`config.mk`:
```
export PLATFORM = sky130hd
export DESIGN_NAME = lcc_match
export DESIGN_NICKNAME = d
export VERILOG_FILES = /design/src/sv/lcc_pkg.sv /design/src/sv/lcc_match.sv
export SDC_FILE = /design/constraint.sdc
export NUM_CORES = 1
export LEC_CHECK = 0
export BUFFER_PORTS_ARGS = -buffer_cell sky130_fd_sc_hd__buf_4
export CORE_AREA = 2 2 130 132
export DETAILED_ROUTE_END_ITERATION = 8
export DIE_AREA = 0 0 132 134
export PLACE_DENSITY_LB_ADDON = 0.12
export SLEW_MARGIN = 20
export SYNTH_ARGS = -nofsm -noshare
export SYNTH_HDL_FRONTEND = slang
export SYNTH_SLANG_ARGS = --single-unit
```
`constraint.sdc`:
```
create_clock -name vclk -period 2.7
set_input_delay 0.54 -clock vclk [all_inputs]
set_output_delay 0.54 -clock vclk [all_outputs]
set_load 0.1 [all_outputs]
```
`src/sv/lcc_pkg.sv`:
```
// Shared constants, sizes and types of the label contingency counter.
// No dependencies.
`timescale 1ns / 1ps
package lcc_pkg;

  localparam int unsigned SEG_ENTRIES   = 1024;
  localparam int unsigned TRUTH_ENTRIES = 1024;
  localparam int unsigned PAIR_ENTRIES  = 4096;
  localparam int unsigned COUNT_BITS    = 40;

  localparam int unsigned KEY_W = 64;

  localparam int unsigned SEG_AW   = $clog2(SEG_ENTRIES);
  localparam int unsigned TRUTH_AW = $clog2(TRUTH_ENTRIES);
  localparam int unsigned PAIR_AW  = $clog2(PAIR_ENTRIES);
  localparam int unsigned SEG_FW   = $clog2(SEG_ENTRIES + 1);
  localparam int unsigned TRUTH_FW = $clog2(TRUTH_ENTRIES + 1);
  localparam int unsigned PAIR_FW  = $clog2(PAIR_ENTRIES + 1);

  // scan index width: widest table address
  localparam int unsigned IW0 = (SEG_AW > TRUTH_AW) ? SEG_AW : TRUTH_AW;
  localparam int unsigned IW  = (IW0 > PAIR_AW) ? IW0 : PAIR_AW;
  // compare width: widest fill, at least one bit above the 12-bit read index
  localparam int unsigned CW0 = (SEG_FW > TRUTH_FW) ? SEG_FW : TRUTH_FW;
  localparam int unsigned CW1 = (CW0 > PAIR_FW) ? CW0 : PAIR_FW;
  localparam int unsigned CW  = (CW1 > 13) ? CW1 : 13;

  localparam logic [COUNT_BITS-1:0] COUNT_MAX = '1;

  // result status codes
  localparam logic [2:0] ST_COUNTED    = 3'd0;
  localparam logic [2:0] ST_BACKGROUND = 3'd1;
  localparam logic [2:0] ST_DROPPED    = 3'd2;
  localparam logic [2:0] ST_READ_OK    = 3'd3;
  localparam logic [2:0] ST_READ_EMPTY = 3'd4;

  // request kinds
  localparam logic CMD_COUNT = 1'b0;
  localparam logic CMD_READ  = 1'b1;

  // table selector codes
  localparam logic [1:0] SEL_SEG   = 2'd0;
  localparam logic [1:0] SEL_TRUTH = 2'd1;
  localparam logic [1:0] SEL_PAIR  = 2'd2;

  typedef struct packed {
    logic [2*KEY_W-1:0]    cand_key;
    logic [2*KEY_W-1:0]    ram_key;
    logic [COUNT_BITS-1:0] count;
  } match_req_t;

  typedef struct packed {
    logic                  hit;
    logic [COUNT_BITS-1:0] inc;
  } match_rsp_t;

endpackage

```
`src/sv/lcc_match.sv`:
```
// Shared key compare and saturating count increment.
// Depends on lcc_pkg.
`timescale 1ns / 1ps
module lcc_match (
  input  lcc_pkg::match_req_t req_i,
  output lcc_pkg::match_rsp_t rsp_o
);

  assign rsp_o.hit = (req_i.cand_key == req_i.ram_key);
  assign rsp_o.inc = (req_i.count == lcc_pkg::COUNT_MAX) ? lcc_pkg::COUNT_MAX
                   : req_i.count + lcc_pkg::COUNT_BITS'(1);

endmodule

```
==> results.md <==
- Most frequent cell after synthesis: xnor2_1
- Delay-heaviest family, CP: simple AND/OR/NAND/NOR gates
- CP required: 2160 ps
- Total number of vias: 3846
- Die height: 134 um
- Register area: 0 sq um
- Net Sw Frac: 0.484
- Clock power frac: 0
- First-pass GRT wire length: 21300 um
- Post-layout net count: 1002
- Synth area leaders: xnor2_1, nand4_1, nand2_1
- Post-synthesis mux area share: 0.0223
- Multi-input logic area: 2680 sq um
- CP max stage cell: or4_4
- LEAKAGE: 0.00257 uW
- Slew Limit Fails: 0
- FFs & Latches: 0
- Worst-Margin Slew: 379 ps
- Fillers: 1750
- Pwr per Cell Area: 176 nW/um^2
- # IOs: 337
- Status: finished with violations
- Kind of critical path: in -> out
- Final core occ: 0.367
- Row cnt: 47
- Sequential area share after synthesis: 0
- Initial antenna violation count: 0
- CTS Hold Bufs: 0
- Fin crit share: 1.01
- Synth Area in Simple Gates: 0.371
- Initial Util: 0.151
- TritonRoute pass-1 iters: 4
- Remaining DRCs: 0
- DRT Wirelength: 14600 um
- Psw: 510 uW
- Gr usage total: 0.151
- Cell Chain, Critical Path: buf_6 > nand4_4 > or4_4 > nor3_4 > nand2_2 > buf_6 > o21ai_4 > buf_12
- Post-synthesis adder-cell area fraction: 0.00507
- Synth warn: 0
- Mean Syn Cell Area: 7.15 sq um
- N_diodes: 0
- Worst setup margin: -17.4 ps
- Compound-Gate Fraction of Synth Area: 0.0132
- Synthesized area: 2470 sq um
- Global route overflow: 0
- Post-synthesis xor/xnor area fraction: 0.561
- Cell Area, Placed: 5600 sq um
- Unrepaired setup endpoints after global routing: true
- Vias in the first global route: 3998
- CP arrival: 2180 ps
- CP endpoint kind: output pin
- CP most frequent cell: buf_6
- Port bufs: 337
- Main combinational cell family by area after synthesis: XOR/XNOR gates
- Die ar.: 17700 sq um
- Failing checks: setup timing
- Hold Crit Class: in -> out
- Layout area overhead: 142%
- CP startpoint kind: input port
- Final Hold Viols: 0
- Synth area leader: xnor2_1
- Yosys cell types: 36
- Post-DR vias/cell: 4.17
- Minimum clock period: 2720 ps
- Max FO, Critical Path: 8
- Crit path buf inv count: 3
- Sequential share of power: 0
- Core Area: 16300 sq um
- Post-DP HPWL: 13500 um
- Synth cell count leaders: xnor2_1, nand2_1, nand4_1, nor3_1, nand3_1
- Design Power: 1050 uW
- Endpoints failing setup: 7
- Remaining antenna violation count: 0
- Max_cap viols: 0
- Int Pwr: 544 uW
- Wire length per cell: 15.8 um
- Die W: 132 um
- Clock buffer count: 0
- Critical Path Max Stage Delay: 650 ps
- Finished Cell Area: 5980 sq um
- Peak Freq: 368 MHz
- Comb pwr share: 1.000
- Max_slew headroom: 0.745
- Initial drt markers: 68
- Post-synth top area share: 0.550
- Post-Synthesis Cells: 345
- Mapped Nets: 642
- Largest net degree at the start of global routing: 18
- Worst vdd ir: 93.5 uV
- Layout cells sized above 1: 0.624
- Routability cong.: 0.860
[worst paths after layout]
| check | end | start | cells after the start |
|---|---|---|---|
| setup / recovery | rsp_o[28] | req_i[16] | 8 |
| hold / removal | rsp_o[0] | req_i[0] | 3 |
[power groups by stage]
stage / combinational (uW) / clock [uW] / sequential (uW)
after floorplan: 508 / 0 / 0
after global placement: 997 / 0 / 0
after detailed placement: 1010 / 0 / 0
after CTS: 1050 / 0 / 0
after global routing: 1120 / 0 / 0
final: 1050 / 0 / 0
[metal layers]
metal | wire length (um) | global-route usage | share of wire
met5 | 0 | 0 | 0
met3 | 1260 | 0.0416 | 0.086
met2 | 7950 | 0.296 | 0.54
met1 | 5150 | 0.165 | 0.35
met4 | 235 | 0.0169 | 0.016
[layout by cell type (no fill, tap or decap), drive strengths merged, types with 2 or more instances in the layout]
cell	n
buf	367
xnor2	155
nand2	46
nand4	44
nor3	14
nor4	14
nand3	13
nor2	12
and4	7
inv	6
mux2	4
xor2	3
o21ai	3
or2	2
and3	2
a31oi	2
nand2b	2
[per-stage QoR]
step	worst slack (ps)	hold WS, ps	setup TNS [ps]	std cells
3_3_place_gp	-201	1450	-2370	926
3_5_place_dp	-227	1450	-2730	926
6_report	-17.4	1450	-56.8	923
2_1_floorplan	-380	1370	-3530	345
4_1_cts	-15.6	1450	-33.0	921
5_1_grt	-103	1470	-894	923
[layout make-up]
| type | count | area share |
|---|---|---|
| inverter | 6 | 0.00377 |
| tap | 220 | 0.0460 |
| timing repair buffer | 367 | 0.501 |
| multi-input combinational | 330 | 0.449 |
[logic make-up after synthesis]
| logic type | count (synthesis) |
|---|---|
| XOR/XNOR | 158 |
| AO/OA/AOI/OAI | 6 |
| AND/OR/NAND/NOR | 160 |
| buffers and inverters | 15 |
| adder cells (fa/ha/maj) | 1 |
| multiplexers | 5 |
[repair_timing]
item	4_1_cts	5_1_grt
setup endpoints to repair	21	24
pin swaps	11	7
buffers inserted	0	2
gates resized for setup	63	31
endpoints found under the hold margin	0	0
No activity file was read; power rests on OpenSTA's default activity.
