$ cat src/sv/lcc_ram.sv
// Generic simple dual-port RAM, one write and one registered read port.
// No dependencies.
`timescale 1ns / 1ps
module lcc_ram #(
  parameter int unsigned WIDTH = 8,
  parameter int unsigned DEPTH = 16
) (
  input  logic                     clk_i,
  input  logic                     we_i,
  input  logic [$clog2(DEPTH)-1:0] waddr_i,
  input  logic [WIDTH-1:0]         wdata_i,
  input  logic [$clog2(DEPTH)-1:0] raddr_i,
  output logic [WIDTH-1:0]         rdata_o
);

  logic [WIDTH-1:0] mem_q [DEPTH];

  always_ff @(posedge clk_i) begin
    if (we_i) begin
      mem_q[waddr_i] <= wdata_i;
    end
    rdata_o <= mem_q[raddr_i];
  end

endmodule

$ cat config.mk
export PLATFORM = sky130hd
export DESIGN_NAME = lcc_ram
export DESIGN_NICKNAME = d
export VERILOG_FILES = /design/src/sv/lcc_ram.sv
export SDC_FILE = /design/constraint.sdc
export NUM_CORES = 1
export LEC_CHECK = 0
export BUFFER_PORTS_ARGS = -buffer_cell sky130_fd_sc_hd__clkbuf_2
export CAP_MARGIN = 0
export CORE_MARGIN = 2
export CORE_UTILIZATION = 45
export DETAILED_ROUTE_END_ITERATION = 16
export GPL_ROUTABILITY_DRIVEN = 1
export PLACE_DENSITY = 0.74
export SYNTH_ARGS = -nofsm -noshare
export SYNTH_HDL_FRONTEND = slang
export SYNTH_SLANG_ARGS = --single-unit
$ cat constraint.sdc
create_clock -name clk_i -period 2.2 [get_ports clk_i]
set_input_delay 0.66 -clock clk_i [delete_from_list [all_inputs] [get_ports clk_i]]
set_output_delay 0.66 -clock clk_i [all_outputs]
set_load 0.005 [all_outputs]
==> impl_results.md, run 1 <==
* Io pins at 26
* Layout cells sized above 1 at 32.0%
* Min Clock Period, post-route at 1.66 ns
* Finished Cell Area at 6170 um^2
* Die height at 111 um
* Clock skew at 0.00957 ns
* Power per cell area at 982 nW/um^2
* Postcts setup bufs at 0
* Number of max-cap violations at 0
* Setup TNS at 0 ns
* R2r worst-path depth at 3
* Final period util at 75.3%
* Average wire per standard cell at 22.3 um
* CP endpoint: rdata_o[2]
* Syn Nets at 247
* Vias per inst at 5.52
* Iter 0 DRT Violations at 187
* Setup slack, reg-to-reg at 0.83 ns
* First-pass GRT wire length at 15200 um
* Clock root cell: clkbuf_16
* Effective utilization at floorplan at 45.7%
* Area taken by multi-input logic gates at 1060 um^2
* Tightest Hold Check Type: flip-flop to flip-flop
* Max Fanout on Critical Path at 16
* FF-to-FF End: rdata_o[2]
* Row count at 39
* Overflow left after global routing at 0
* Reg-to-Reg Start: mem_q[1][2]
* Largest net degree at the start of global routing at 33
* # resized after CTS at 0
* Slew headroom at 70.7%
* Top Layer Used: met4
* VDD IR max at 0.000552 V
* CTS H-tree depth at 4
* Cts hold-fix bufs at 0
* WL final at 9840 um
* Port Buffers at 25
* Clock sinks at 136
* Core area at 11300 um^2
* Critical path startpoint: raddr_i[0]
* Reg area at 4000 um^2
* TritonCTS buffer count at 17
* Vias in the first global route at 2555
* CTS tree: built
* Crit path kind: primary input to flip-flop
* GRT Util Overall at 17.3%
* Fmax at 604 MHz
* Final Hold Vio Count at 0
* Hold Path Stages at 3
* Yosys reg bits at 136
* Met3 WL post-DR at 612 um
* Detailed Routing Iterations Pass 1 at 4
* Critical Path AT at 1.94 ns
* CP Capture Type: flip-flop
* Clk slew on worst S/H paths at 0.05 ns
* DP HPWL at 6030 um
* Routed Antenna Nets at 0
* Slew @ Worst Pin at 0.439 ns
* Yosys cell types at 19
* Die width at 111 um
* Metal2 WL at 4990 um
* Status: finished clean
* Synth Area per Inst at 22.5 um^2
* # fillers at 812
* Clock Latency Late Sink at 0.40 ns
* Post-Syn Instances at 229
* Final #Nets at 302
* # DRC at 0
* Crit path required time at 2.48 ns
* Slew Viols, Final at 0
* Max clock buf depth at 2
* Area Growth Syn to Fin at 19.9%
* Vias at 2436
* Metal1 wirelength at 4110 um
* Placer Congestion at 0.796
* Post-DP Area at 5560 um^2
* CP Launch Type: primary input
* Ys Warns at 0
* Mapped cell area at 5150 um^2
* Register area share after synthesis at 77.8%
* Die Area at 12300 um^2
* Initial antenna violation count at 1
* P_leak at 2.12 nW
* Unrepaired setup endpoints after global routing: false
* Final setup violation count at 0
==> worst max-delay path: stages <==
cell and delay (ns):
clkbuf_2 0.14, buf_12 0.18, mux4_1 0.56, a22oi_1 0.30
nand2_1 0.08
==> worst min path at each step <==
stage | from | endpoint | slack, ns
5_1_grt | wdata_i[7] | mem_q[11][7] | 0.71
3_5_place_dp | mem_q[8][2] | rdata_o[2] | 0.67
4_1_cts | wdata_i[6] | mem_q[15][6] | 0.68
6_report | mem_q[8][2] | rdata_o[2] | 0.69
2_1_floorplan | mem_q[7][0] | rdata_o[0] | 0.63
3_3_place_gp | mem_q[8][2] | rdata_o[2] | 0.66
==> cell usage in the layout, fill, tap and decap left out, drive strengths merged <==
master,n
a22oi,16
and2,1
and2b,1
buf,21
bufinv,4
clkbuf,43
clkinv,8
clkinvlp,2
dfxtp,8
diode,1
edfxtp,128
mux4,32
nand2,9
nand2b,2
nand3,1
nand3b,2
nor2,13
nor2b,1
nor3,4
or3b,1
==> layer usage <==
layer	vias up	track usage [%]
met5	-	0
met1	1258	22.6
met3	14	5.19
li1	1080	-
met4	0	5.58
met2	84	28.1
==> power by group <==
group          total (mW)  switching (mW)  internal, mW
clock network        2.88           0.994          1.88
logic               0.265           0.145         0.121
registers            2.92          0.0210          2.90
==> flip-flops by register name, summed over array words and instances, names as in the netlist <==
name,flops
rdata_o,8
mem_q,128
==> layout make-up <==
class / instances / share of cell area, %
Timing Repair Buffer: 46 / 5.19
Clock inverter: 14 / 2.94
Antenna cell: 1 / 0.0405
Clock buffer: 18 / 6.95
Sequential cell: 136 / 64.9
Tap cell: 143 / 2.90
Multi-Input combinational cell: 83 / 17.1
==> cell usage after synthesis <==
cell             instances  area (um^2)
nand2b_1                 2         12.5
nand2_1                  9         33.8
nor2b_1                  1         6.26
or3b_2                   1         8.76
nor3_1                   4         20.0
nand3_1                  1         5.00
a22oi_1                 16          120
mux4_1                  14          368
mux4_2                  18          405
edfxtp_1               128         3840
buf_4                    1         7.51
clkdlybuf4s25_2          3         30.0
dfxtp_1                  8          160
and2b_1                  1         7.51
and2_1                   1         6.26
nand3b_1                 2         15.0
buf_2                    3         15.0
nor2_1                  13         48.8
buf_6                    3         33.8
==> cell families after synthesis <==
family          synth area share [%]
mux                             15.0
flops                           77.8
compound gates                  2.33
simple gates                    3.18
buf+inv                         1.68
==> per-stage QoR <==
stage	utilization (%)	power (mW)	setup WS [ns]	hold WS, ns	cells
floorplan	-	3.11	0.0471	0.629	229
global placement	49.3	3.23	0.124	0.661	408
detailed placement	49.3	3.24	0.107	0.672	408
CTS	54.7	6.10	0.531	0.681	440
global route	54.7	6.25	0.499	0.707	440
finish	54.8	6.06	0.544	0.685	441
Note: power is estimated with default switching activity, not from simulation.
==> inputs of run 2 (changes only) <==
==> constraint.sdc (replaced) <==
create_clock -name clk_i -period 1.51 [get_ports clk_i]
set_input_delay 0.453 -clock clk_i [delete_from_list [all_inputs] [get_ports clk_i]]
set_output_delay 0.453 -clock clk_i [all_outputs]
set_load 0.005 [all_outputs]
==> run 2 against run 1 <==
  * Register-to-register slack lost 0.71 ns
  * Critical path type unchanged
  * Critical endpoint is now rdata_o[0]
  * Core utilization grew 1.0 points
  * Sequential power grew 46%
  * Highest routed layer unchanged
  * Clock power grew 41%
  * Routed wire length grew 2.7%
  * Count of clock-buffer cells in the layout shrank 1
  * Die area is the same
  * Critical path depth is the same
  * Clock skew shrank 0.0020 ns
  * Global-route usage grew 0.35 points
  * Via count grew 4.7%
==> impl_results.md, run 2 (synthesized netlist as in run 1, its figures left out) <==
* Status: finished clean
* Slew Viols, Final at 0
* Tightest Hold Check Type: primary input to flip-flop
* # DRC at 0
* Combinational share of power at 5.0%
* Vias at 2551
* Effective utilization at floorplan at 45.7%
* First-pass GRT wire length at 15600 um
* P_int at 6.89 mW
* Io pins at 26
* CTS tree: built
* CP max stage cell: mux4_1
* Slew headroom at 47.4%
* DP Worst Slack at -0.407 ns
* Post-DP Area at 5690 um^2
* Crit-path max cell delay at 0.57 ns
* VDD IR max at 0.00116 V
* Clock sinks at 136
* Vias per inst at 5.59
* Core area at 11300 um^2
* Iter 0 DRT Violations at 289
* Met2 usage at 27.6%
* Most frequent cells in the layout: edfxtp_1 (128), buf_4 (32), mux4_2 (29)
* Die width at 111 um
* CP Capture Type: flip-flop
* Post-route insts no fill at 456
* Sequential share of power at 48.6%
* Clock skew at 0.00760 ns
* P_leak at 2.15 nW
* Critical path startpoint: raddr_i[0]
* Port Buffers at 25
* Top flop regs: mem_q (128), rdata_o (8)
* Detailed Routing Iterations Pass 1 at 5
* Average wire per standard cell at 22.2 um
* Number of max-cap violations at 0
* Area Growth Syn to Fin at 22.2%
* Sw Ratio at 21.3%
* Routed Antenna Nets at 0
* Unrepaired setup endpoints after global routing: false
* Fmax at 684 MHz
* Row count at 39
* GRT Util Overall at 17.6%
* Final hold slack at 0.463 ns
* Fin worst setup slack at 0.0487 ns
* Final period util at 96.8%
* FF-to-FF End: rdata_o[7]
* Die Area at 12300 um^2
* Placed cells at 424
* Final #Nets at 318
* Largest net degree at the start of global routing at 26
* TritonCTS buffer count at 17
* Slew @ Worst Pin at 0.787 ns
* Clock Latency Late Sink at 0.40 ns
* Antenna Cells at 0
* DP HPWL at 6580 um
* Die height at 111 um
* Vias in the first global route at 2706
* Initial antenna violation count at 0
* CP Launch Type: primary input
* Setup slack, reg-to-reg at 0.12 ns
* Crit path kind: primary input to flip-flop
* Max FFs per register at 128
* Max Fanout on Critical Path at 16
* CP endpoint: rdata_o[0]
* Power per cell area at 1390 nW/um^2
* Clk slew on worst S/H paths at 0.06 ns
* Commonest non-fill, non-tap cell in the layout: edfxtp_1
* Clock Power Share at 46.5%
* Postcts setup bufs at 0
* Finished Cell Area at 6290 um^2
* Layout Utilization at 55.8%
* CTS H-tree depth at 4
* WL final at 10100 um
* Psw at 1.86 mW
* Overflow left after global routing at 0
* Critical-path cell list: clkbuf_2 > buf_12 > mux4_1 > a22oi_1 > nand2_1
* Min Clock Period, post-route at 1.46 ns
* Final Hold Vio Count at 0
* Layout cells sized above 1 at 41.9%
* Reg-to-Reg Start: mem_q[0][7]
* Placer Congestion at 0.747
* Largest Register: mem_q
* R2r worst-path depth at 3
* Critical Path AT at 1.75 ns
* Max clock buf depth at 2
* Final setup violation count at 0
* Met1 Use GR at 23.9%
* Clock root cell: clkbuf_16
* GR Util met3 at 5.69%
* Crit path required time at 1.80 ns
* GR peak layer: met2
[run 2: cell count changes in the layout (fill, tap and decap cells not counted), sizes merged]
cell,before,now
clkinvlp,2,4
bufinv,4,2
buf,21,37
clkbuf,43,42
inv,0,6
diode,1,0
clkinv,8,3
[run 2: per-layer routing]
layer | vias to the layer above | wire [um]
met5 | - | 0
met4 | 0 | 57
met3 | 6 | 764
met2 | 111 | 5160
met1 | 1328 | 4130
li1 | 1106 | -
[run 2: how the worst min path moves through the flow]
stage                 startpoint          end  slack, ns  cells past startpoint
finish                wdata_i[1]  mem_q[0][1]       0.46                      1
global route          wdata_i[3]  mem_q[5][3]       0.49                      1
CTS                   wdata_i[3]  mem_q[5][3]       0.45                      1
global placement     mem_q[7][5]   rdata_o[5]       0.65                      3
detailed placement  mem_q[14][2]   rdata_o[2]       0.66                      3
floorplan             wdata_i[0]  mem_q[0][0]       0.55                      0
[run 2: critical path: cells and delay by family]
kind / cells / cell delay (ns)
buffers and inverters: 2 / 0.33
and+or+nand+nor: 1 / 0.10
muxes: 1 / 0.57
AOI/OAI and AO/OA: 1 / 0.29
[run 2: power by group through the flow]
stage | Clock [mW] | Combinational (mW) | Sequential (mW)
6_report | 4.06 | 0.436 | 4.25
5_1_grt | 4.31 | 0.472 | 4.25
4_1_cts | 4.13 | 0.441 | 4.25
3_5_place_dp | 0 | 0.436 | 4.33
3_3_place_gp | 0 | 0.420 | 4.32
2_1_floorplan | 0 | 0.236 | 4.32
[run 2: area by class of cell]
class | count | area, um^2
Clock buffer | 17 | 425
Clock inverter | 15 | 166
Fill cell | 802 | 4980
Multi-Input combinational cell | 83 | 1060
Sequential cell | 136 | 4000
Tap cell | 143 | 179
Timing Repair Buffer | 62 | 457
[run 2: per-stage QoR]
step / power, mW / setup TNS (ns)
global route: 9.03 / 0
finish: 8.75 / 0
floorplan: 4.56 / -0.421
global placement: 4.74 / -9.94
detailed placement: 4.76 / -11.52
CTS: 8.82 / 0
[run 2: what timing repair did]
action | 4_1_cts | 5_1_grt
hold buffers | 0 | 0
setup endpoints to repair | 1 | 1
resized for setup | 1 | 1
